File: src/sv/capture_record_deframer_macros.svh
// Assertion helpers shared by the parser front end and the result queue.
`ifndef CAPTURE_RECORD_DEFRAMER_MACROS_SVH
`define CAPTURE_RECORD_DEFRAMER_MACROS_SVH

// Same-cycle implication, disabled during reset.
`define CRD_ASSERT_IMPL(label, clk, rst_n, ante, cons, msg) \
    label: assert property (@(posedge clk) disable iff (!rst_n) (ante) |-> (cons)) \
        else $error(msg);

// Next-cycle implication, disabled during reset.
`define CRD_ASSERT_NEXT(label, clk, rst_n, ante, cons, msg) \
    label: assert property (@(posedge clk) disable iff (!rst_n) (ante) |=> (cons)) \
        else $error(msg);

`endif

File: src/sv/crd_pkg.sv
package crd_pkg;

    // File offset width; offsets saturate at 2^OFFSET_BITS - 1
    localparam int OFFSET_BITS = 32;
    localparam int SIZE_BITS   = 17;
    localparam int SUM_BITS    = ((OFFSET_BITS > SIZE_BITS) ? OFFSET_BITS : SIZE_BITS) + 1;
    localparam logic [SUM_BITS-1:0] OFF_MAX_EXT = (SUM_BITS'(1) << OFFSET_BITS) - SUM_BITS'(1);

    // Record layout
    localparam int MAGIC_LEN   = 4;
    localparam int HDR_LEN     = 21;
    localparam int EXT_HDR_LEN = 23;
    localparam int TYPE_POS    = 20;
    localparam int LEN_LO_POS  = 21;
    localparam int LEN_HI_POS  = 22;

    localparam logic [7:0] MAGIC_BYTES [MAGIC_LEN] = '{8'h53, 8'h6D, 8'h54, 8'h43};

    // Record types
    localparam logic [7:0] TYPE_CONNECTED    = 8'd0;
    localparam logic [7:0] TYPE_DISCONNECTED = 8'd1;
    localparam logic [7:0] TYPE_SENT         = 8'd3;

    // Result status codes
    localparam logic [1:0] ST_OK       = 2'd0;
    localparam logic [1:0] ST_BAD_HEAD = 2'd1;
    localparam logic [1:0] ST_BAD_TYPE = 2'd2;

    // Result queue
    localparam int QDEPTH    = 4;
    localparam int QPTR_BITS = $clog2(QDEPTH);

    // Output packing
    localparam int OUT_FIELD_BITS = 32 + 2 + 16 + SIZE_BITS;
    localparam int OUT_DATA_BITS  = ((OUT_FIELD_BITS + 7) / 8) * 8;
    localparam int OUT_PAD_BITS   = OUT_DATA_BITS - OUT_FIELD_BITS;

    typedef struct packed {
        logic [1:0]           status;
        logic [31:0]          record_offset;
        logic [1:0]           record_type;
        logic [15:0]          payload_length;
        logic [SIZE_BITS-1:0] record_size;
    } result_t;

    typedef struct packed {
        logic full;
        logic not_empty;
    } q_stat_t;

endpackage

File: src/sv/crd_front.sv
module crd_front
    import crd_pkg::*;
(
    input  logic          clk,
    input  logic          rst_n,
    input  logic          accept,
    input  logic [7:0]    data_byte,
    input  logic          start_of_file,
    output logic          push,
    output result_t       push_data
);

    logic [1:0]             magic_idx_reg, magic_idx_next;
    logic                   magic_ok_reg, magic_ok_next;
    logic [OFFSET_BITS-1:0] start_reg, start_next;
    logic [SIZE_BITS-1:0]   cnt_reg, cnt_next;
    logic [SIZE_BITS-1:0]   size_reg, size_next;
    logic [1:0]             type_reg, type_next;
    logic [7:0]             len_lo_reg, len_lo_next;
    logic                   halted_reg, halted_next;

    // Effective state after an optional start-of-file restart
    logic [1:0]             cur_idx;
    logic                   cur_ok;
    logic [OFFSET_BITS-1:0] cur_start;
    logic [SIZE_BITS-1:0]   cur_cnt;
    logic [SIZE_BITS-1:0]   cur_size;
    logic [1:0]             cur_type;
    logic [7:0]             cur_len_lo;
    logic                   cur_halted;

    logic [SIZE_BITS-1:0]   add_size;
    logic [SUM_BITS-1:0]    start_sum;
    logic [OFFSET_BITS-1:0] start_sat;
    logic [15:0]            len_word;
    logic [SIZE_BITS-1:0]   ext_size;
    logic [SIZE_BITS-1:0]   cnt_inc;
    logic                   first_rec;

    // Restart view
    always_comb
    begin
        if (start_of_file)
        begin
            cur_idx    = '0;
            cur_ok     = 1'b0;
            cur_start  = '0;
            cur_cnt    = '0;
            cur_size   = '0;
            cur_type   = '0;
            cur_len_lo = '0;
            cur_halted = 1'b0;
        end
        else
        begin
            cur_idx    = magic_idx_reg;
            cur_ok     = magic_ok_reg;
            cur_start  = start_reg;
            cur_cnt    = cnt_reg;
            cur_size   = size_reg;
            cur_type   = type_reg;
            cur_len_lo = len_lo_reg;
            cur_halted = halted_reg;
        end
    end

    // Size of the record that closes on this byte: short header, empty
    // extended record, or the end of a payload
    assign add_size  = (cur_cnt == SIZE_BITS'(LEN_HI_POS)) ? SIZE_BITS'(EXT_HDR_LEN)
                     : (cur_cnt > SIZE_BITS'(LEN_HI_POS))  ? cur_size
                                                            : SIZE_BITS'(HDR_LEN);

    // Saturating record start advance
    assign start_sum = SUM_BITS'(cur_start) + SUM_BITS'(add_size);
    assign start_sat = (start_sum > OFF_MAX_EXT) ? {OFFSET_BITS{1'b1}}
                                                 : OFFSET_BITS'(start_sum);
    assign len_word  = {data_byte, cur_len_lo};
    assign ext_size  = SIZE_BITS'(EXT_HDR_LEN) + SIZE_BITS'(len_word);
    assign cnt_inc   = cur_cnt + SIZE_BITS'(1);
    assign first_rec = (cur_start == OFFSET_BITS'(MAGIC_LEN));

    // Byte parser
    always_comb
    begin
        magic_idx_next = cur_idx;
        magic_ok_next  = cur_ok;
        start_next     = cur_start;
        cnt_next       = cur_cnt;
        size_next      = cur_size;
        type_next      = cur_type;
        len_lo_next    = cur_len_lo;
        halted_next    = cur_halted;
        push           = 1'b0;
        push_data      = '0;

        if (!cur_halted)
        begin
            if (!cur_ok)
            begin
                // Magic check
                if (data_byte != MAGIC_BYTES[cur_idx])
                begin
                    push             = 1'b1;
                    push_data.status = ST_BAD_HEAD;
                    halted_next      = 1'b1;
                end
                else
                begin
                    magic_idx_next = cur_idx + 2'd1;
                    if (cur_idx == 2'(MAGIC_LEN - 1))
                    begin
                        magic_ok_next = 1'b1;
                        start_next    = OFFSET_BITS'(MAGIC_LEN);
                        cnt_next      = '0;
                    end
                end
            end
            else if (cur_cnt < SIZE_BITS'(TYPE_POS))
            begin
                cnt_next = cnt_inc;
            end
            else if (cur_cnt == SIZE_BITS'(TYPE_POS))
            begin
                // Type byte
                type_next = data_byte[1:0];
                push_data.record_offset = 32'(cur_start);
                if (first_rec && data_byte != TYPE_CONNECTED)
                begin
                    push             = 1'b1;
                    push_data.status = ST_BAD_HEAD;
                    halted_next      = 1'b1;
                end
                else if (data_byte <= TYPE_DISCONNECTED)
                begin
                    push                     = 1'b1;
                    push_data.record_type    = data_byte[1:0];
                    push_data.record_size    = SIZE_BITS'(HDR_LEN);
                    start_next               = start_sat;
                    cnt_next                 = '0;
                end
                else if (data_byte <= TYPE_SENT)
                begin
                    cnt_next = SIZE_BITS'(LEN_LO_POS);
                end
                else
                begin
                    push             = 1'b1;
                    push_data.status = ST_BAD_TYPE;
                    halted_next      = 1'b1;
                end
            end
            else if (cur_cnt == SIZE_BITS'(LEN_LO_POS))
            begin
                len_lo_next = data_byte;
                cnt_next    = SIZE_BITS'(LEN_HI_POS);
            end
            else if (cur_cnt == SIZE_BITS'(LEN_HI_POS))
            begin
                // Length complete: report the record
                push                     = 1'b1;
                push_data.record_offset  = 32'(cur_start);
                push_data.record_type    = cur_type;
                push_data.payload_length = len_word;
                push_data.record_size    = ext_size;
                size_next                = ext_size;
                if (len_word == 16'd0)
                begin
                    start_next = start_sat;
                    cnt_next   = '0;
                end
                else
                begin
                    cnt_next = SIZE_BITS'(EXT_HDR_LEN);
                end
            end
            else
            begin
                // Payload skip
                cnt_next = cnt_inc;
                if (cnt_inc >= cur_size)
                begin
                    start_next = start_sat;
                    cnt_next   = '0;
                end
            end
        end

        if (!accept)
        begin
            push = 1'b0;
        end
    end

    always_ff @(posedge clk or negedge rst_n)
    begin
        if (!rst_n)
        begin
            magic_idx_reg <= '0;
            magic_ok_reg  <= 1'b0;
            start_reg     <= '0;
            cnt_reg       <= '0;
            size_reg      <= '0;
            type_reg      <= '0;
            len_lo_reg    <= '0;
            halted_reg    <= 1'b1;
        end
        else if (accept)
        begin
            magic_idx_reg <= magic_idx_next;
            magic_ok_reg  <= magic_ok_next;
            start_reg     <= start_next;
            cnt_reg       <= cnt_next;
            size_reg      <= size_next;
            type_reg      <= type_next;
            len_lo_reg    <= len_lo_next;
            halted_reg    <= halted_next;
        end
    end

`include "capture_record_deframer_macros.svh"

    `CRD_ASSERT_NEXT(a_err_halts, clk, rst_n, push && (push_data.status != ST_OK),
        halted_reg, "error result did not halt the parser")
    `CRD_ASSERT_IMPL(a_short_rec, clk, rst_n,
        push && (push_data.status == ST_OK) && (push_data.record_type <= 2'd1),
        (push_data.record_size == SIZE_BITS'(HDR_LEN)) && (push_data.payload_length == 16'd0),
        "short record with wrong size")

endmodule

File: src/sv/crd_queue.sv
module crd_queue
    import crd_pkg::*;
(
    input  logic    clk,
    input  logic    rst_n,
    input  logic    push,
    input  result_t push_data,
    input  logic    pop,
    output result_t pop_data,
    output q_stat_t stat
);

    result_t              entry_reg [QDEPTH];
    logic [QPTR_BITS-1:0] wr_ptr_reg;
    logic [QPTR_BITS-1:0] rd_ptr_reg;
    logic [QPTR_BITS:0]   count_reg;

    assign stat.full      = (count_reg == (QPTR_BITS + 1)'(QDEPTH));
    assign stat.not_empty = (count_reg != '0);
    assign pop_data       = entry_reg[rd_ptr_reg];

    // Storage
    always_ff @(posedge clk)
    begin
        if (push)
        begin
            entry_reg[wr_ptr_reg] <= push_data;
        end
    end

    // Pointers and fill count
    always_ff @(posedge clk or negedge rst_n)
    begin
        if (!rst_n)
        begin
            wr_ptr_reg <= '0;
            rd_ptr_reg <= '0;
            count_reg  <= '0;
        end
        else
        begin
            if (push)
            begin
                wr_ptr_reg <= wr_ptr_reg + QPTR_BITS'(1);
            end
            if (pop)
            begin
                rd_ptr_reg <= rd_ptr_reg + QPTR_BITS'(1);
            end
            if (push && !pop)
            begin
                count_reg <= count_reg + (QPTR_BITS + 1)'(1);
            end
            else if (pop && !push)
            begin
                count_reg <= count_reg - (QPTR_BITS + 1)'(1);
            end
        end
    end

`include "capture_record_deframer_macros.svh"

    `CRD_ASSERT_IMPL(a_no_overflow, clk, rst_n, push, !stat.full, "push into a full result queue")
    `CRD_ASSERT_IMPL(a_no_underflow, clk, rst_n, pop, stat.not_empty, "pop from an empty result queue")

endmodule

File: src/sv/crd_back.sv
module crd_back
    import crd_pkg::*;
(
    input  logic                     clk,
    input  logic                     rst_n,
    input  q_stat_t                  q_stat,
    input  result_t                  q_data,
    output logic                     pop,
    output logic                     m_valid,
    input  logic                     m_ready,
    output logic [OUT_DATA_BITS-1:0] m_data,
    output logic [1:0]               m_user
);

    logic    valid_reg;
    result_t out_reg;

    // Refill the output stage when it is empty or being taken
    assign pop     = q_stat.not_empty && (!valid_reg || m_ready);
    assign m_valid = valid_reg;
    assign m_user  = out_reg.status;
    assign m_data  = {{OUT_PAD_BITS{1'b0}}, out_reg.record_size, out_reg.payload_length,
                      out_reg.record_type, out_reg.record_offset};

    always_ff @(posedge clk)
    begin
        if (pop)
        begin
            out_reg <= q_data;
        end
    end

    always_ff @(posedge clk or negedge rst_n)
    begin
        if (!rst_n)
        begin
            valid_reg <= 1'b0;
        end
        else if (pop)
        begin
            valid_reg <= 1'b1;
        end
        else if (m_ready)
        begin
            valid_reg <= 1'b0;
        end
    end

endmodule

File: src/sv/capture_record_deframer.sv
// Throughput: one input byte per cycle; input stalls only when the 4-entry result queue is full.
// Results leave through one output register fed from the result queue.
// Reset (rst_n low, asynchronous): queue and output empty, parser halted.
// Bytes are ignored until one arrives with start_of_file set.
module capture_record_deframer
    import crd_pkg::*;
(
    input  logic                     clk,
    input  logic                     rst_n,
    input  logic                     s_axis_tvalid,
    output logic                     s_axis_tready,
    input  logic [7:0]               s_axis_tdata,   // [7:0] data_byte
    input  logic                     s_axis_tuser,   // [0] start_of_file
    output logic                     m_axis_tvalid,
    input  logic                     m_axis_tready,
    // [31:0] record_offset, [33:32] record_type, [49:34] payload_length,
    // [66:50] record_size, rest zero
    output logic [OUT_DATA_BITS-1:0] m_axis_tdata,
    output logic [1:0]               m_axis_tuser    // [1:0] status
);

    logic    accept;
    logic    push;
    result_t push_data;
    logic    pop;
    result_t pop_data;
    q_stat_t q_stat;

    assign s_axis_tready = !q_stat.full;
    assign accept        = s_axis_tvalid && s_axis_tready;

    crd_front u_front (
        .clk           (clk),
        .rst_n         (rst_n),
        .accept        (accept),
        .data_byte     (s_axis_tdata),
        .start_of_file (s_axis_tuser),
        .push          (push),
        .push_data     (push_data)
    );

    crd_queue u_queue (
        .clk       (clk),
        .rst_n     (rst_n),
        .push      (push),
        .push_data (push_data),
        .pop       (pop),
        .pop_data  (pop_data),
        .stat      (q_stat)
    );

    crd_back u_back (
        .clk     (clk),
        .rst_n   (rst_n),
        .q_stat  (q_stat),
        .q_data  (pop_data),
        .pop     (pop),
        .m_valid (m_axis_tvalid),
        .m_ready (m_axis_tready),
        .m_data  (m_axis_tdata),
        .m_user  (m_axis_tuser)
    );

endmodule

File: config.mk
export PLATFORM = sky130hd
export DESIGN_NAME = capture_record_deframer
export DESIGN_NICKNAME = d
export VERILOG_FILES = /design/src/sv/crd_pkg.sv /design/src/sv/crd_front.sv /design/src/sv/crd_queue.sv /design/src/sv/crd_back.sv /design/src/sv/capture_record_deframer.sv
export VERILOG_INCLUDE_DIRS = /design/src /design/src/sv
export SDC_FILE = /design/constraint.sdc
export NUM_CORES = 1
export LEC_CHECK = 0
export BUFFER_PORTS_ARGS = -buffer_cell sky130_fd_sc_hd__buf_2
export CAP_MARGIN = 10
export CELL_PAD_IN_SITES_DETAIL_PLACEMENT = 1
export CELL_PAD_IN_SITES_GLOBAL_PLACEMENT = 1
export CORE_MARGIN = 4
export CORE_UTILIZATION = 52
export CTS_BUF_LIST = sky130_fd_sc_hd__clkbuf_16
export CTS_CLUSTER_SIZE = 28
export DETAILED_ROUTE_END_ITERATION = 8
export HOLD_SLACK_MARGIN = 0.03
export PLACE_DENSITY_LB_ADDON = 0.1
export SLEW_MARGIN = 10
export SYNTH_ARGS = -nofsm -noshare
export SYNTH_HDL_FRONTEND = slang
export SYNTH_SLANG_ARGS = --single-unit
File: constraint.sdc
create_clock -name clk -period 7.34 [get_ports clk]
set_input_delay 1.101 -clock clk [delete_from_list [all_inputs] [get_ports clk]]
set_output_delay 1.101 -clock clk [all_outputs]
set_load 0.02 [all_outputs]
; ---- Word level (Yosys, flattened, before mapping)
; Memories as Yosys holds them, arrays and structs flattened. A register that Yosys moved wholly into a read port is not among the register bits.
; Cells that the tools add are included.
[totals]
word_cells = 153
regBits = 88
in_bits = 13
ram_bits = 276
n_memories = 1
mem_bits_ro = 0
output_inout_bits = 76
latchBits = 0
[op_classes]
add_sub_neg = 8
n_mux = 102
n_div = 0
eq_ne = 7
n_lt_le_gt_ge = 7
mul = 0
n_bitwise = 1
n_shift = 0
n_reduce_logical = 15
[memory_table]
columns = memory, words, width, rd, rd_clocked_by_memory_dff, wr, line
row1 = u_queue.entry_reg, 4, 69, 1, 1, 1, crd_queue.sv:13  ; result_t entry_reg [QDEPTH];
[op_table]
columns = operator, count
row1 = 32-bit 2-to-1 mux, 14
row2 = 17-bit 2-to-1 mux, 24
row3 = 67-bit 2-to-1 mux, 3
row4 = 69-bit 2-to-1 mux, 2
row5 = 8-bit 2-to-1 mux, 8
row6 = 17-bit by 5-bit equality test with 1-bit output (second input constant), 3
row7 = 34-bit 2-to-1 mux, 1
row8 = 32-bit by 17-bit adder with 33-bit output, 1
row9 = 33-bit by 32-bit greater-than comparator with 1-bit output (second input constant), 1
row10 = 32-bit by 3-bit equality test with 1-bit output (second input constant), 1
row11 = 2-bit 2-to-1 mux, 16
row12 = 1-bit 2-to-1 mux, 28
row13 = 17-bit by 1-bit adder with 17-bit output (second input constant), 1
row14 = 5-bit by 16-bit adder with 17-bit output (first input constant), 1
row15 = 17-bit >= comparator, 1
row16 = 17-bit by 5-bit greater-than comparator with 1-bit output (second input constant), 1
row17 = 17-bit by 5-bit less-than comparator with 1-bit output (second input constant), 1
row18 = 8-bit binary-select mux with 2-bit select, 1
row19 = 16-bit logical NOT, 1
row20 = 16-bit 2-to-1 mux, 1
row21 = 5-bit 2-to-1 mux, 2
row22 = 8-bit by 1-bit <= comparator with 1-bit output (second input constant), 1
row23 = 8-bit by 2-bit <= comparator with 1-bit output (second input constant), 1
row24 = 8-bit inequality test, 1
row25 = 14 further kinds, 25

; ---- Logic depth before layout (Yosys ltp)
[logic_depth]
word_depth = 14
ltp_mapped = 23
mapped_depth_nobuf = 19

; ---- By module
; From an unflattened synthesis, not the netlist that was laid out.
[hier_totals]
hier_cells = 1386
area_unflattened_um2 = 19777.7
[modules_own_cells]
columns = module, cells_each, instances, area_each_um2
row1 = crd_queue, 395, 1, 10427.5
row2 = crd_front, 910, 1, 7183.1
row3 = crd_back, 79, 1, 2157.1
row4 = capture_record_deframer, 2, 1, 10.0

; ---- Least setup slack after synthesis
; OpenSTA, ideal clock, no wires.
[synth_timing]
path_kind = in2reg
startpoint = in m_axis_tready
endpoint = reg u_queue.count_reg[1]
arrival_ns = 5.858
setup_slack_ns = 1.357
setup_ns = 0.125
cell_stages = 7
path_buffers = 0
cell_sequence = inv_1 > a21oi_1 > inv_1 > ha_1 > inv_1 > fa_1 > mux2_2
[synth_between]
elab_chain_cells = 5
elab_cells_between_ends = 7
cone_classes = mux: 1 / reduce/logical: 6
[synth_lines]
columns = element, line
row1 = "start, declared", capture_record_deframer.sv:15  ; input logic m_axis_tready,
row2 = 1-bit logical OR *, crd_back.sv:19  ; assign pop = q_stat.not_empty && (!valid_reg || m_ready);
row3 = 1-bit logical AND *, crd_back.sv:19
row4 = via pop, capture_record_deframer.sv:25  ; logic pop;
row5 = 1-bit logical NOT, crd_queue.sv:50  ; if (push && !pop)
row6 = 1-bit logical AND, crd_queue.sv:50
row7 = 3-bit 2-to-1 mux or 2-bit nonzero test (tied branches), -
row8 = "end signal, assigned", crd_queue.sv:52  ; count_reg <= count_reg + (QPTR_BITS + 1)'(1);
row9 = "end signal, assigned", crd_queue.sv:56  ; count_reg <= count_reg - (QPTR_BITS + 1)'(1);
row10 = "end, declared", crd_queue.sv:16  ; logic [QPTR_BITS:0] count_reg;
; Mark *: on every way through the listed nets, which the timed path passes. The rest lies on a longest branch.
; A chain may end at the register's enable or synchronous reset.

; ---- Worst setup path after layout
[layout_timing]
startpoint = in s_axis_tuser
endpoint = reg u_front.start_reg[23]
[layout_between]
elab_chain_cells = 14
elab_cells_between_ends = 40
cone_classes = add/sub: 2 / order compare: 4 / eq/ne: 6 / mux: 25 / bitwise: 1 / reduce/logical: 2
[layout_lines]
columns = element, line
row1 = "start, declared", capture_record_deframer.sv:13  ; input logic s_axis_tuser,
row2 = 17-bit 2-to-1 mux, crd_front.sv:43  ; if (start_of_file)
row3 = 17-bit by 5-bit greater-than comparator with 1-bit output, crd_front.sv:70  ; : (cur_cnt > SIZE_BITS'(LEN_HI_POS)) ? cur_size
row4 = 17-bit 2-to-1 mux, crd_front.sv:70
row5 = 17-bit 2-to-1 mux, crd_front.sv:69  ; assign add_size = (cur_cnt == SIZE_BITS'(LEN_HI_POS)) ? SIZE_BITS'(EXT_HDR_LEN)
row6 = 32-bit by 17-bit adder with 33-bit output, crd_front.sv:74  ; assign start_sum = SUM_BITS'(cur_start) + SUM_BITS'(add_size);
row7 = 33-bit by 32-bit greater-than comparator with 1-bit output, crd_front.sv:75  ; assign start_sat = (start_sum > OFF_MAX_EXT) ? {OFFSET_BITS{1'b1}}
row8 = 32-bit 2-to-1 mux, crd_front.sv:75
row9 = 32-bit 2-to-1 mux (on tied branches), "crd_front.sv:180, crd_front.sv:166"
row10 = 32-bit 2-to-1 mux, crd_front.sv:157  ; else if (cur_cnt == SIZE_BITS'(LEN_HI_POS))
row11 = 32-bit 2-to-1 mux, crd_front.sv:152  ; else if (cur_cnt == SIZE_BITS'(LEN_LO_POS))
row12 = 32-bit 2-to-1 mux, crd_front.sv:122  ; else if (cur_cnt == SIZE_BITS'(TYPE_POS))
row13 = 32-bit 2-to-1 mux, crd_front.sv:118  ; else if (cur_cnt < SIZE_BITS'(TYPE_POS))
row14 = 32-bit 2-to-1 mux, crd_front.sv:98  ; if (!cur_ok)
row15 = 32-bit 2-to-1 mux *, crd_front.sv:96  ; if (!cur_halted)
row16 = "end signal, assigned", crd_front.sv:211  ; start_reg <= start_next;
row17 = "end, declared", crd_front.sv:15  ; logic [OFFSET_BITS-1:0] start_reg, start_next;
; Mark *: on every way between the ends. The rest lies on a longest branch, timed or not. The select of a mux whose other input is x is not followed.

==> impl_results.md <==
* Port bufs at slightly above 80
* Hold_buf cts at 0
* Initial antenna violation count at 1
* Final setup skew at 0.0176 ns
* Number of DRC markers in iteration 0 at 968
* Area delta synth->final at 12.4%
* # IOs at 89
* R2r endpoint: u_front.start_reg[23]
* Compound-gate portion of the synthesized area at under 10%
* Max reg flops at around 280
* Yosys cell types at 87
* Syn Std Cell Area at between 0.015 and 0.02 sq mm
* Remaining antenna violation count at 0
* DR pass1 iterations at 5
* Critical Path End Type: flop
* Die Ht at 203 um
* Total Wirelength at 52000 um
* Critical Path Source Type: input pin
* Final GP Congestion at about 0.92
* Commonest cells after routing, fill and taps aside: edfxtp_1, nand2_1, nor2_1, dfrtp_1, buf_2
* Most common cell after layout, fill and taps aside: edfxtp_1
* Synth Flop Type: edfxtp_1
* Fmax at between 0.15 and 0.2 GHz
* Sink Count at 433
* Max-slew violations at 0
* Hold Vio Cnt, Final at 0
* Max FO, Critical Path at 16
* Post-route insts no fill at roughly 2100
* Placement Rows at 71
* Vias in the first global route at roughly 13000
* Mux cell area share after synthesis at about 8%
* Biggest area consumer among synthesized cells: edfxtp_1
* Maximum number of pins on one net before global-route repair at 72
* CTS tree: yes
* Worst r2r src: u_front.cnt_reg[3]
* # setup viols final at 0
* Bufs on Longest Clock Path at 3
* Register area share after synthesis at 63.6%
* CTS H-tree lvls at 2
* # DRC at 0
* Class of the worst hold path: input pin to asynchronous set/reset pin
* Syn Area/Cell at 13.7 sq um
* Power density cells at 318 mW/mm^2
* Worst-Margin Slew at 1.33 ns
* CP Class: input pin to flop
* Lkg Pwr at 0.00839 uW
* Place WS at roughly 1.1 ns
* Post-Synthesis Cells at about 1400
* Ys async rst share at around a fifth
* Dpl cells at 1993
* Critical path arrival at 6.36 ns
* Wire length per cell at 25.0 um
* First-pass GRT wire length at 81000 um
* Final setup TNS at 0 ns
* Total CTS buffers at 45
* Initial Utilization at 52.6%
* RSZ-0062 raised after global routing: false
* Reg2reg setup slack at 1.54 ns
* Postcts setup bufs at 0
* Tcrit/Tclk final at 80.3%
* Max-cap violation count at 0
* Clk root buf: clkbuf_16
* Seq cells post-synth at about 430
* Via density at 6.15
* Layout Nets at about 1600
* Hpwl dp at roughly 35000 um
* Die ar. at 0.0412 sq mm
* Slew headroom at 9.98%
* Post-Synth Simple-Gate Area at 12.3%
* Resized Gates After CTS at 0
* Detailed-route via count at 12800
* Status: complete, no violations
* XOR/XNOR Fraction of Synth Area at slightly above 2%
* FF-to-FF path depth at 14
* Final WS setup at 1.45 ns
* Hold slack final at between 0.4 and 0.5 ns
* Post-layout min period at 5.89 ns
* GRT Resource Usage Total at 25.5%
* Synth area leaders: edfxtp_1, dfrtp_1, mux4_2, ha_1, nand2_1
* Largest family of logic cells by synthesized area: simple AND/OR/NAND/NOR gates
* Worst-skew pair later-pin latency at 0.58 ns
* CP required at roughly 7.8 ns
* Die Span X at 203 um
* Ys Warns at 0
* Maximum vdd drop at 0.225 mV
* Gr ovfl total at 0
* Synth Area in Adders at 3.18%
* Clock slew at reported path FFs at roughly 0.070 ns
* Share of the synthesized area in the top cell type at 52.4%
* Core Area at 0.0376 sq mm
* Share of layout cells above drive strength 1 at between 10% and 20%
* Number of synthesized flops with an enable pin at 345
## worst max-delay path by stage
stage                              from                    end  slack (ns)  depth (start not counted)
after floorplan           m_axis_tready   u_queue.count_reg[1]        1.36                          7
after global placement     s_axis_tuser  u_front.start_reg[23]        1.23                         15
after detailed placement   s_axis_tuser  u_front.start_reg[23]        1.08                         15
after CTS                  s_axis_tuser  u_front.start_reg[23]        1.67                         15
after global routing       s_axis_tuser  u_front.start_reg[23]        1.01                         15
final                      s_axis_tuser  u_front.start_reg[23]        1.45                         15
## metal layers
metal | routed length (um) | GRT usage, %
met1 | 23100 | 37.0
met2 | 25100 | 41.0
met3 | 2800 | 4.04
met4 | 972 | 6.96
met5 | 0 | 0
## worst max-delay path: stages
cell	delay, ns
buf_2	0.12
nor4bb_1	1.10
and2_1	0.36
nand2_1	0.32
and2_1	0.35
and3_1	0.23
ha_1	0.40
nand2_1	0.22
nor3_1	0.07
a2111oi_0	0.62
o21ai_0	0.41
nand3_2	0.32
nand4_2	0.16
or3_1	0.35
a31o_1	0.21
## stage by stage
stage / util, % / total power, uW / area [sq um]
floorplan: - / 4350 / 19800
global placement: 55.1 / 4810 / 20700
detailed placement: 55.1 / 4870 / 20700
CTS: 59.1 / 7160 / 22200
global route: 59.1 / 7390 / 22200
finish: 59.1 / 7070 / 22200
## logic make-up after synthesis
kind of cell | after synthesis
and+or+nand+nor | 483
adders and majority gates | 49
AOI/OAI and AO/OA | 259
xor gates and xnor gates | 46
buffers and inverters | 101
muxes | 72
other | 1
DFF | 433
## synth_stat cells (4+ instances only)
cell type and n:
edfxtp_1 345, nand2_1 131, nor2_1 102, dfrtp_1 87
mux4_2 69, a21oi_1 64, o21ai_0 59, clkbuf_1 48
ha_1 47, and3_1 45, nand3_1 44, and2_1 35
inv_1 31, nor2b_1 27, nor3_1 27, xnor2_1 26
xor2_1 20, a22o_1 18, nor4_1 18, o211ai_1 12
a21o_1 10, a31oi_1 10, nand4_1 10, a22oi_1 9
buf_1 9, or3_1 9, a211oi_1 7, nand2b_1 7
o21a_1 7, o21ai_1 6, o311ai_0 6, buf_2 5
buf_4 5, o22ai_1 4, o31ai_1 4
## layout make-up
class	count	area (sq um)
fillers	3631	15400
clock inverters	38	337
well taps	511	639
diodes	1	2.50
inverters	32	120
multi-input cells	914	6810
repair buffers	103	568
flip-flops and latches	433	12600
clock buffers	46	1150
## power by group
group / total, uW / switching (uW) / leakage [uW] / internal [uW]
sequential: 3280 / 205 / 0.00459 / 3070
clock: 2280 / 956 / 0.000761 / 1320
combinational: 1510 / 908 / 0.00304 / 603
total: 7070 / 2070 / 0.00839 / 5000
No activity file was read; power rests on OpenSTA's default activity.
